--- config.mk ---
export PLATFORM = sky130hd
export DESIGN_NAME = hvt_front
export DESIGN_NICKNAME = d
export VERILOG_FILES = /design/src/rtl/core/hvt_pkg.sv /design/src/rtl/core/hvt_front.sv
export SDC_FILE = /design/constraint.sdc
export NUM_CORES = 1
export LEC_CHECK = 0
export BUFFER_PORTS_ARGS = -buffer_cell sky130_fd_sc_hd__buf_2
export CELL_PAD_IN_SITES_DETAIL_PLACEMENT = 1
export CELL_PAD_IN_SITES_GLOBAL_PLACEMENT = 2
export CORE_MARGIN = 3
export CORE_UTILIZATION = 30
export CTS_CLUSTER_DIAMETER = 150
export DETAILED_ROUTE_END_ITERATION = 12
export PLACE_DENSITY_LB_ADDON = 0.1
export SLEW_MARGIN = 40
export SYNTH_ARGS = -nofsm -noshare
export SYNTH_HDL_FRONTEND = slang
export SYNTH_SLANG_ARGS = --single-unit
--- constraint.sdc ---
create_clock -name i_clk -period 11.1 [get_ports i_clk]
set_input_delay 2.775 -clock i_clk [delete_from_list [all_inputs] [get_ports i_clk]]
set_output_delay 2.775 -clock i_clk [all_outputs]
set_load 0.1 [all_outputs]
--- src/rtl/core/hvt_pkg.sv ---
package hvt_pkg;

    localparam int DIM      = 4;
    localparam int NCOEF    = DIM * DIM;
    localparam int IDX_W    = 4;
    localparam int VAL_W    = 32;
    localparam int PROD_W   = 2 * VAL_W;
    localparam int PAIR_W   = PROD_W + 1;
    localparam int SUM_W    = PROD_W + 2;

    // stream payload widths, padded to whole bytes
    localparam int S_FIELDS_W = IDX_W + VAL_W + DIM * VAL_W;
    localparam int S_TDATA_W  = ((S_FIELDS_W + 7) / 8) * 8;
    localparam int M_TDATA_W  = DIM * VAL_W;

    // queue between front and back
    localparam int QDEPTH = 4;
    localparam int QAW    = $clog2(QDEPTH);

    typedef enum logic {
        OP_LOAD  = 1'b0,
        OP_XFORM = 1'b1
    } t_op;

    typedef struct packed {
        t_op                           op;
        logic [IDX_W-1:0]              idx;
        logic [VAL_W-1:0]              coef;
        logic [DIM-1:0][VAL_W-1:0]     vec;
    } t_item;

    typedef struct packed {
        logic full;
        logic empty;
    } t_qstat;

endpackage

--- src/rtl/core/hvt_front.sv ---
module hvt_front (
    input  logic                            i_clk,
    input  logic                            i_rst_n,
    input  logic                            i_valid,
    output logic                            o_ready,
    input  logic                            i_op,
    input  logic [hvt_pkg::S_TDATA_W-1:0]   i_data,
    output logic                            o_valid,
    input  logic                            i_ready,
    output hvt_pkg::t_item                  o_item
);
    import hvt_pkg::*;

    logic   r_valid;
    t_item  r_item;
    t_item  n_item;

    // unpack and classify; vector fields of a load and coefficient fields
    // of a transform are dropped here
    always_comb begin
        n_item      = '0;
        n_item.op   = t_op'(i_op);
        if (n_item.op == OP_LOAD) begin
            n_item.idx  = i_data[IDX_W-1:0];
            n_item.coef = i_data[IDX_W +: VAL_W];
        end else begin
            for (int c = 0; c < DIM; c++) begin
                n_item.vec[c] = i_data[IDX_W + VAL_W + c*VAL_W +: VAL_W];
            end
        end
    end

    assign o_ready = !r_valid || i_ready;

    always_ff @(posedge i_clk) begin
        if (!i_rst_n) begin
            r_valid <= 1'b0;
        end else if (o_ready) begin
            r_valid <= i_valid;
        end
    end

    always_ff @(posedge i_clk) begin
        if (o_ready && i_valid) begin
            r_item <= n_item;
        end
    end

    assign o_valid = r_valid;
    assign o_item  = r_item;

endmodule

## After elaboration in Yosys (flattened, before gate mapping)

Index checks and enable logic that the tools add are counted.

| cells by class | value |
|---|---|
| reduce and logical (&&, ||, !) cells | 3 |

Operators by type and width:

| cell | count |
|---|---|
| logical AND 1 bit | 1 |
| zero test 1 bit | 1 |
| logical OR 1 bit | 1 |

| storage, ports and cells | value |
|---|---|
| bits in registers | 166 |
| logic and storage cells | 11 |

## Longest topological paths before layout

| logic depth | value |
|---|---|
| depth after elaboration | 3 |
| depth in mapped cells | 3 |
| gate-level depth less buffers | 2 |

## Worst setup path before layout

Ideal clock, no wire load.

| timing | value |
|---|---|
| path type | input port to flip-flop |
| start point | input i_ready |
| end point | register r_item, in the netlist o_item[0] (enable) |
| setup time | 0.543 ns |
| data arrival time | 7.451 ns |
| setup slack | 3.105 ns |
| path buffers | 0 |
| cell stages on the path | 2 |
| required time | 10.557 ns |
| cell sequence | nand2b_1 and2_1 |

| between the ends | value |
|---|---|
| word-level cells in the longest chain between the ends | 2 |

RTL lines:

| element | line | source |
|---|---|---|
| start: declaration | hvt_front.sv:9 | `input logic i_ready,` |
| logical OR 1 bit | hvt_front.sv:33 | `assign o_ready = !r_valid \|\| i_ready;` |
| logical AND 1 bit | hvt_front.sv:44 | `if (o_ready && i_valid) begin` |
| end signal: assignment | hvt_front.sv:45 | `r_item <= n_item;` |
| end: declaration | hvt_front.sv:15 | `t_item r_item;` |

No other way between the ends.
A chain may end at the register's enable or synchronous reset.

## Worst setup path in the final report

| timing | value |
|---|---|
| start point | input i_ready |
| end point | output o_ready |

| between the ends | value |
|---|---|
| word-level cells in the longest chain between the ends | 1 |

RTL lines:

| element | line | source |
|---|---|---|
| logical OR 1 bit | hvt_front.sv:33 |  |
| end: declaration | hvt_front.sv:5 | `output logic o_ready,` |

No other way between the ends.

==> impl_metrics.json <==
{
  "drt-initial-drc-count": 131,
  "clk_pin_slew_ps": 70,
  "cts_buffers": 17,
  "htreeDepth": 4,
  "cellPowerDensity_nw_per_um2": 200,
  "drive_gt1_share_pct": 52.6,
  "rsz0062_at_grt": "false",
  "end_kind": "output pin",
  "syn_nets": 525,
  "nets": 865,
  "synth_seq_area_share_pct": 80.4,
  "fin_skew_ps": 10.5,
  "hpwl_mm": 12.4,
  "post_cts_buffers": 0,
  "initial_core_util_pct": 31.2,
  "dieArea_um2": 22400,
  "cp_cell_sequence": "buf_2 > nand2b_1 > buf_2",
  "power.total_w": 0.00174,
  "slew_headroom_pct": 51.7,
  "timing.critical_path.mode_cell": "buf_2",
  "core.rowCount": 51,
  "syn_avg_cell_area_um2": 17.6,
  "drt_first_pass_iters": 6,
  "ir_drop_mv": 0.103,
  "nFillCells": 2145,
  "netlist_instances": 352,
  "fmax_ghz": 0.161,
  "route.detailed.drc": 0,
  "wl_mm": 16.7,
  "place.gp.congestion": 0.714,
  "finalHoldViolCount": 0,
  "grt_use_total_pct": 14.5,
  "vias": 3983,
  "cts-root-buf": "clkbuf_16",
  "io_buffers": 335,
  "die_h_um": 150,
  "core-area_um2": 19800,
  "cts_tree": "built",
  "antenna_left": 0,
  "cts_hold_buf": 0,
  "p_leak_nw": 3.75,
  "clkSinkCount": 166,
  "hold_path.class": "reg -> reg",
  "status": "finished, final reports clean",
  "ys_types": 10,
  "grt_overflow_total": 0,
  "cp-start-kind": "input pin",
  "grt_first_pass_wirelength_mm": 24.0,
  "netlist_area_um2": 6190,
  "rrSetupSlack_ps": 8490,
  "slowest_stage": "buf_2",
  "slew_violations": 0,
  "clk_latency_ps": 420,
  "die_w_um": 150,
  "avgRoutedWirePerCell_um": 17.1,
  "cts_resized": 0,
  "worst_pin_slew_ps": 725,
  "grt_max_degree": 96,
  "crit_type": "in -> out",
  "period_share_pct": 55.8,
  "cp.required_ps": 8330,
  "slowest_delay_ps": 440,
  "setup_violations": 0,
  "grt_pass1_vias": 4310,
  "num_io_pins": 340,
  "multi_input_area_um2": 1050,
  "max-cap-violations": 0,
  "tns_ps": 0,
  "regArea_um2": 4970,
  "syn_to_final_growth_pct": 40.1,
  "via_per_inst": 4.09,
  "crit_fanout": 3,
  "critPathArrivalTime_ps": 3420,
  "fin_hold_ws_ps": 542,
  "fin_crit_ps": 6200,
  "synth_warnings": 0,
  "ys_ff_latch": 166,
  "antenna_found_initial": 4,
  "clock_path_buffers": 2
}
-- per-layer routing --
layer	vias up	share of wire, %	GRT usage (%)	routed length [um]
met5	-	0.12	0	20
met4	2	2.5	7.05	415
li1	1906	-	-	-
met1	1860	34	14.7	5640
met2	191	53	25.5	8750
met3	24	11	6.15	1830
-- worst max-delay path, delay by kind of cell --
family | cells | cell delay [ps]
AND/OR/NAND/NOR | 1 | 130
buffers and inverters | 2 | 520
-- registers in the layout, summed over array words and instances (netlist names) --
register,count
o_item,165
o_valid,1
-- logic make-up (layout without fill, tap and decap cells) --
family,after synthesis,count (layout),synth area share (%)
AOI/OAI and AO/OA,1,1,0.121
other,0,3,0
and+or+nand+nor,166,166,16.8
buffers and inverters,19,372,2.73
DFF,166,166,80.4
-- cell usage in the layout (no fill, tap or decap), types with 2 or more instances in the layout --
cell type / instances
bufinv_16: 2
diode_2: 3
clkbuf_16: 17
buf_4: 3
clkinv_2: 3
edfxtp_1: 165
buf_2: 334
clkinv_4: 2
nor2b_1: 36
and2_1: 128
inv_6: 4
clkinvlp_4: 3
-- stage by stage --
step           area (um2)  util [%]  worst slack, ps  cells
3_5_place_dp         8080      40.7             4900    938
4_1_cts              8660      43.6             4900    970
3_3_place_gp         8060      40.6             4920    937
5_1_grt              8670      43.7             4880    973
6_report             8670      43.7             4900    973
2_1_floorplan        6190         -             3110    352
-- cell usage after synthesis --
cell type  instances  share of area (%)
a21boi_0           1               0.12
nand2b_1           1               0.10
dfxtp_1            1               0.32
buf_4              5               0.61
buf_6             10                1.8
inv_1              1              0.061
buf_2              3               0.24
nor2b_1           36                3.6
and2_1           129                 13
edfxtp_1         165                 80
-- power by group --
group / leakage [nW] / switching [W] / internal [W]
Sequential: 1.65 / 0.00000920 / 0.000738
Combinational: 1.82 / 0.000342 / 0.0000625
Clock: 0.277 / 0.000250 / 0.000334
-- layout make-up --
cell class                 instances  area share (%)
timing repair buffer             339            19.9
inverter                           1          0.0433
clock buffer                      18            4.95
antenna                            3          0.0866
sequential                       166            57.4
clock inverter                    14            1.73
multi-input combinational        167            12.1
tap                              265            3.82
-- final timing paths --
| kind | from | end | cells after the start |
|---|---|---|---|
| hold / removal | o_valid$_SDFFE_PN0P_ | o_valid$_SDFFE_PN0P_ | 2 |
| setup reg to reg | o_valid$_SDFFE_PN0P_ | o_item[60]$_SDFFCE_PN0P_ | 5 |
| setup / recovery | i_ready | o_ready | 3 |
| hold reg to reg | o_valid$_SDFFE_PN0P_ | o_valid$_SDFFE_PN0P_ | 2 |
No activity file was read; power rests on OpenSTA's default activity.
