--- config.mk ---
export PLATFORM = sky130hd
export DESIGN_NAME = hvt_queue
export DESIGN_NICKNAME = d
export VERILOG_FILES = /design/src/rtl/core/hvt_pkg.sv /design/src/rtl/core/hvt_queue.sv
export SDC_FILE = /design/constraint.sdc
export NUM_CORES = 1
export LEC_CHECK = 0
export ABC_AREA = 0
export CAP_MARGIN = 20
export CORE_MARGIN = 3
export CORE_UTILIZATION = 63
export CTS_CLUSTER_DIAMETER = 100
export DETAILED_ROUTE_END_ITERATION = 8
export DONT_BUFFER_PORTS = 1
export HOLD_SLACK_MARGIN = 0.15
export PLACE_DENSITY_LB_ADDON = 0.1
export SLEW_MARGIN = 20
export SYNTH_ARGS = -nofsm -noshare
export SYNTH_HDL_FRONTEND = slang
export SYNTH_SLANG_ARGS = --single-unit
export TNS_END_PERCENT = 5
--- constraint.sdc ---
create_clock -name i_clk -period 7.95 [get_ports i_clk]
set_input_delay 1.1925 -clock i_clk [delete_from_list [all_inputs] [get_ports i_clk]]
set_output_delay 1.1925 -clock i_clk [all_outputs]
set_load 0.01 [all_outputs]
--- src/rtl/core/hvt_pkg.sv ---
package hvt_pkg;

    localparam int DIM      = 4;
    localparam int NCOEF    = DIM * DIM;
    localparam int IDX_W    = 4;
    localparam int VAL_W    = 32;
    localparam int PROD_W   = 2 * VAL_W;
    localparam int PAIR_W   = PROD_W + 1;
    localparam int SUM_W    = PROD_W + 2;

    // stream payload widths, padded to whole bytes
    localparam int S_FIELDS_W = IDX_W + VAL_W + DIM * VAL_W;
    localparam int S_TDATA_W  = ((S_FIELDS_W + 7) / 8) * 8;
    localparam int M_TDATA_W  = DIM * VAL_W;

    // queue between front and back
    localparam int QDEPTH = 4;
    localparam int QAW    = $clog2(QDEPTH);

    typedef enum logic {
        OP_LOAD  = 1'b0,
        OP_XFORM = 1'b1
    } t_op;

    typedef struct packed {
        t_op                           op;
        logic [IDX_W-1:0]              idx;
        logic [VAL_W-1:0]              coef;
        logic [DIM-1:0][VAL_W-1:0]     vec;
    } t_item;

    typedef struct packed {
        logic full;
        logic empty;
    } t_qstat;

endpackage

--- src/rtl/core/hvt_queue.sv ---
module hvt_queue (
    input  logic            i_clk,
    input  logic            i_rst_n,
    input  logic            i_push,
    input  hvt_pkg::t_item  i_item,
    output logic            o_push_ready,
    input  logic            i_pop,
    output logic            o_pop_valid,
    output hvt_pkg::t_item  o_item,
    output hvt_pkg::t_qstat o_stat
);
    import hvt_pkg::*;

    t_item          r_mem [QDEPTH];
    logic [QAW-1:0] r_wr;
    logic [QAW-1:0] r_rd;
    logic [QAW:0]   r_cnt;
    logic           push_ok;
    logic           pop_ok;

    assign o_stat.full   = (r_cnt == (QAW+1)'(QDEPTH));
    assign o_stat.empty  = (r_cnt == '0);
    assign o_push_ready  = !o_stat.full;
    assign o_pop_valid   = !o_stat.empty;
    assign push_ok       = i_push && !o_stat.full;
    assign pop_ok        = i_pop && !o_stat.empty;
    assign o_item        = r_mem[r_rd];

    always_ff @(posedge i_clk) begin
        if (push_ok) begin
            r_mem[r_wr] <= i_item;
        end
    end

    always_ff @(posedge i_clk) begin
        if (!i_rst_n) begin
            r_wr  <= '0;
            r_rd  <= '0;
            r_cnt <= '0;
        end else begin
            if (push_ok) r_wr <= r_wr + 1'b1;
            if (pop_ok)  r_rd <= r_rd + 1'b1;
            case ({push_ok, pop_ok})
                2'b10:   r_cnt <= r_cnt + 1'b1;
                2'b01:   r_cnt <= r_cnt - 1'b1;
                default: r_cnt <= r_cnt;
            endcase
        end
    end

endmodule

=== Word-level counts from Yosys, hierarchy flattened ===
Memory sizes are Yosys's and may differ from the RTL's. A register that Yosys moved wholly into a read port is not among the register bits.
Cells that the tools add are included.

* Register bits: 7
* Latch bits: 0
* RAM bits: 660
* ROM bits: 0
* Input port bits: 169
* Word-level logic and storage cells: 22
* Memories: 1

{| class="wikitable"
|+ Memory list
! memory !! depth !! width !! read ports !! clocked after memory_dff !! write ports !! RTL line !! RTL
|-
| r_mem || 4 || 165 || 1 || 1 || 1 || hvt_queue.sv:14 || <nowiki>t_item r_mem [QDEPTH];</nowiki>
|}

* Add/sub/neg operators: 4
* Multiply operators: 0
* Div/mod/pow operators: 0
* Magnitude comparators: 0
* Equal/unequal tests: 3
* Shift operators: 0
* Muxes and demuxes: 5
* Bitwise operators: 0
* Reduce and logical (&&, ||, !) cells: 6

{| class="wikitable"
|+ Operator list
! cell !! number
|-
| case mux 3 bit (2 select lines) || 1
|-
| adder 2 x 1 -> 2 bit, second input constant || 2
|-
| 2-to-1 mux 2 bit || 2
|-
| adder 3 x 1 -> 3 bit, second input constant || 1
|-
| == test 3 bit, second input constant || 1
|-
| zero test 3 bit || 1
|-
| subtractor 3 x 1 -> 3 bit, second input constant || 1
|-
| == test 2 x 1 -> 1 bit, second input constant || 1
|-
| == test 2 bit, second input constant || 1
|-
| logical AND 1 bit || 2
|-
| zero test 1 bit || 2
|-
| 2-to-1 mux 1 bit || 2
|-
| nonzero test 2 bit || 1
|}

=== Longest topological paths before layout ===
* Word-level depth: 5
* Depth in mapped cells: 12
* Depth with buffers taken out: 11

=== Worst setup path before layout ===
OpenSTA, ideal clock, no wires.

* Path type: input port to flip-flop
* From: input i_push
* To: memory r_mem[0][0] (netlist bit), enable pin
* Data arrival time: 5,343 ps
* Required time: 7,405 ps
* Slack: 2,062 ps
* Cell stages on the path: 3
* Cells stage by stage: nor2b_1 clkbuf_1 and2_1

* Longest elaborated chain between the ends: 3

{| class="wikitable"
|+ Ends and longest elaborated chain
! what !! RTL line !! RTL
|-
| start, declared || hvt_queue.sv:4 || <nowiki>input logic i_push,</nowiki>
|-
| logical AND 1 bit || hvt_queue.sv:25 || <nowiki>assign push_ok = i_push && !o_stat.full;</nowiki>
|-
| 2-to-1 mux 1 bit || hvt_queue.sv:30 || <nowiki>if (push_ok) begin</nowiki>
|-
| 2-to-1 mux 1 bit (implied by the code) || hvt_queue.sv:31 || <nowiki>r_mem[r_wr] <= i_item;</nowiki>
|-
| end, declared || hvt_queue.sv:14 ||
|}

Every way passes these cells.

==> impl_metrics.ini <==
[placed_design]
post-dp-hpwl_um = 27300
port_buffers = 0
gp_congestion = 0.761
place_inst = 1402

[layout]
mostFrequentLayoutCells = 660 x edfxtp_1, 165 x mux4_2, 63 x clkbuf_16
syn_to_final_growth_pct = 9.33
final_common_cell = edfxtp_1
nets = 1131
drive_above_1_share_pct = 26.2
final_cells = 1516
utilization_pct = 70.4
n_antenna_cell = 0

[die]
initial_core_util_pct = 64.4
coreArea_mm2 = 0.0379
dieHeight_um = 203
fp-row-count = 71
die-area_mm2 = 0.0412
die_x_um = 203
io_pins = 338

[worst_setup_path]
critPathMaxFanout = 41
cp.required_ps = 6760
cp.arrival_ps = 2990
critical_path_class = reg -> out
crit_path_end_kind = output port
crit_path_start_kind = register

[clock_tree]
cts_tree = yes
cts_buffers = 61
cts_root_buffer = clkbuf_16
cts_resized = 0
clkSlewWorstSetupHoldPaths_ps = 60
clkSinkCount = 669
cts.htree.levels = 2
clockBufferDepth = 3
clk_latency_ps = 610
holdBufCountCts = 0
cts_setup_buffers = 0

[synth]
synthCells = 918
synth.cell_area_mm2 = 0.0244
ys_warn_count = 0
syn_avg_cell_area_um2 = 26.6
syn-num-nets = 1093
synth-seq-cells = 669
synth_top_area_cell = edfxtp_1
synth.top_cell.area_share_pct = 81.1
ys_types = 23
seq_area_frac_synth_pct = 81.8
synth_area_leaders = edfxtp_1 81%, mux4_2 15%, buf_12 0.90%, dfxtp_1 0.74%, buf_8 0.37%

[routing]
drtAntennaViolNets = 0
wire_per_inst_um = 29.7
drt_wl_total_um = 45100
vias_per_cell = 6.35
drc = 0
drt_pass1_iterations = 4
drt_iter0_markers = 699
via_count = 9629

[sta]
finClkSkew_ps = 21.1
max_slew_margin_pct = 29.6
rsz0062_at_grt = no
period_needed_ps = 4180
tightest_slew_ps = 1060
drv_slew = 0
clock.fmax_mhz = 239
fin_setup_tns_ps = 0
min_period_over_period_pct = 52.6
setup_violations = 0
hold_viol = 0

[grt]
busiest_layer = met2
grt_pass1_vias = 10300
met1_usage_pct = 27.4
antenna_found_initial = 0
grt_overflow = 0
grt_max_degree = 88
grt_pass1_wl_um = 67100
gr-usage-met3_pct = 10.4
gr-usage-met2_pct = 35.9
track_usage_pct = 22.3

[status]
status = finished, final reports clean

[run]
cap_violations = 0

[power_and_ir_drop]
ir_drop_mv = 0.264
p_total_mw = 8.64
p_per_area_mw_per_mm2 = 323
p_leak_nw = 8.13

[hold_path]
hold_class = reg -> reg
cell usage after synthesis:
master,n
dfxtp_1,9
fa_1,1
and2_1,7
o21ai_0,5
xnor2_1,1
buf_8,6
buf_12,11
a21boi_0,2
edfxtp_1,660
nand3_1,1
nand2_1,7
buf_6,1
ha_1,5
buf_2,16
nand4b_1,1
or3_1,3
xor2_1,1
mux2i_1,2
nor2b_1,1
clkbuf_1,4
inv_1,8
mux4_2,165
buf_4,1
worst max-delay path, stage by stage (launching register included):
cell and delay, ps:
dfxtp_4 910, buf_4 740, mux4_2 670
state kept, by name, summed over array words and instances (netlist names), named ones only:
signal	cells
r_mem	660
r_rd	2
r_wr	2
r_cnt	3
per-stage QoR:
| stage | worst slack (ps) | cell area [um^2] | hold slack [ps] |
|---|---|---|---|
| after floorplan | 2060 | 24400 | 460 |
| after global placement | 4110 | 24800 | 459 |
| after detailed placement | 3960 | 24800 | 513 |
| after CTS | 3620 | 26700 | 529 |
| after global routing | 3470 | 26700 | 557 |
| final | 3770 | 26700 | 526 |
final timing paths:
path                            startpoint            to  slack [ps]  cells past startpoint
worst max register to register    r_cnt[0]  r_mem[1][53]        4390                      6
worst min register to register     r_wr[0]       r_wr[0]         530                      2
worst min-delay path               r_wr[0]       r_wr[0]         530                      2
worst max-delay path              register     o_item[4]        3770                      2
area by class of cell:
class                      instances  area (um^2)
multi-input combinational        202         4000
clock buffer                      81         1640
inverter                           8         30.0
fill                            2178        11200
timing repair buffer              14          158
clock inverter                    31          246
sequential                       669        20000
tap                              511          639
cell families after synthesis:
group | after synthesis | synth area share [%]
AOI/OAI and AO/OA | 7 | 0.164
xor gates and xnor gates | 2 | 0.0717
adders and majority gates | 6 | 0.338
buffers and inverters | 47 | 1.86
DFF | 669 | 81.8
muxes | 167 | 15.3
and+or+nand+nor | 20 | 0.445
routing by layer:
| layer | vias up | share of wire (%) |
|---|---|---|
| li1 | 4034 | - |
| met1 | 5132 | 35 |
| met2 | 394 | 51 |
| met3 | 69 | 12 |
| met4 | 0 | 2.5 |
| met5 | - | 0 |
report_power, final:
part,switching [mW],internal [mW]
clock network,1.17,1.57
registers,0.141,4.26
logic,0.865,0.632
Power figures use the tool's default switching activity.
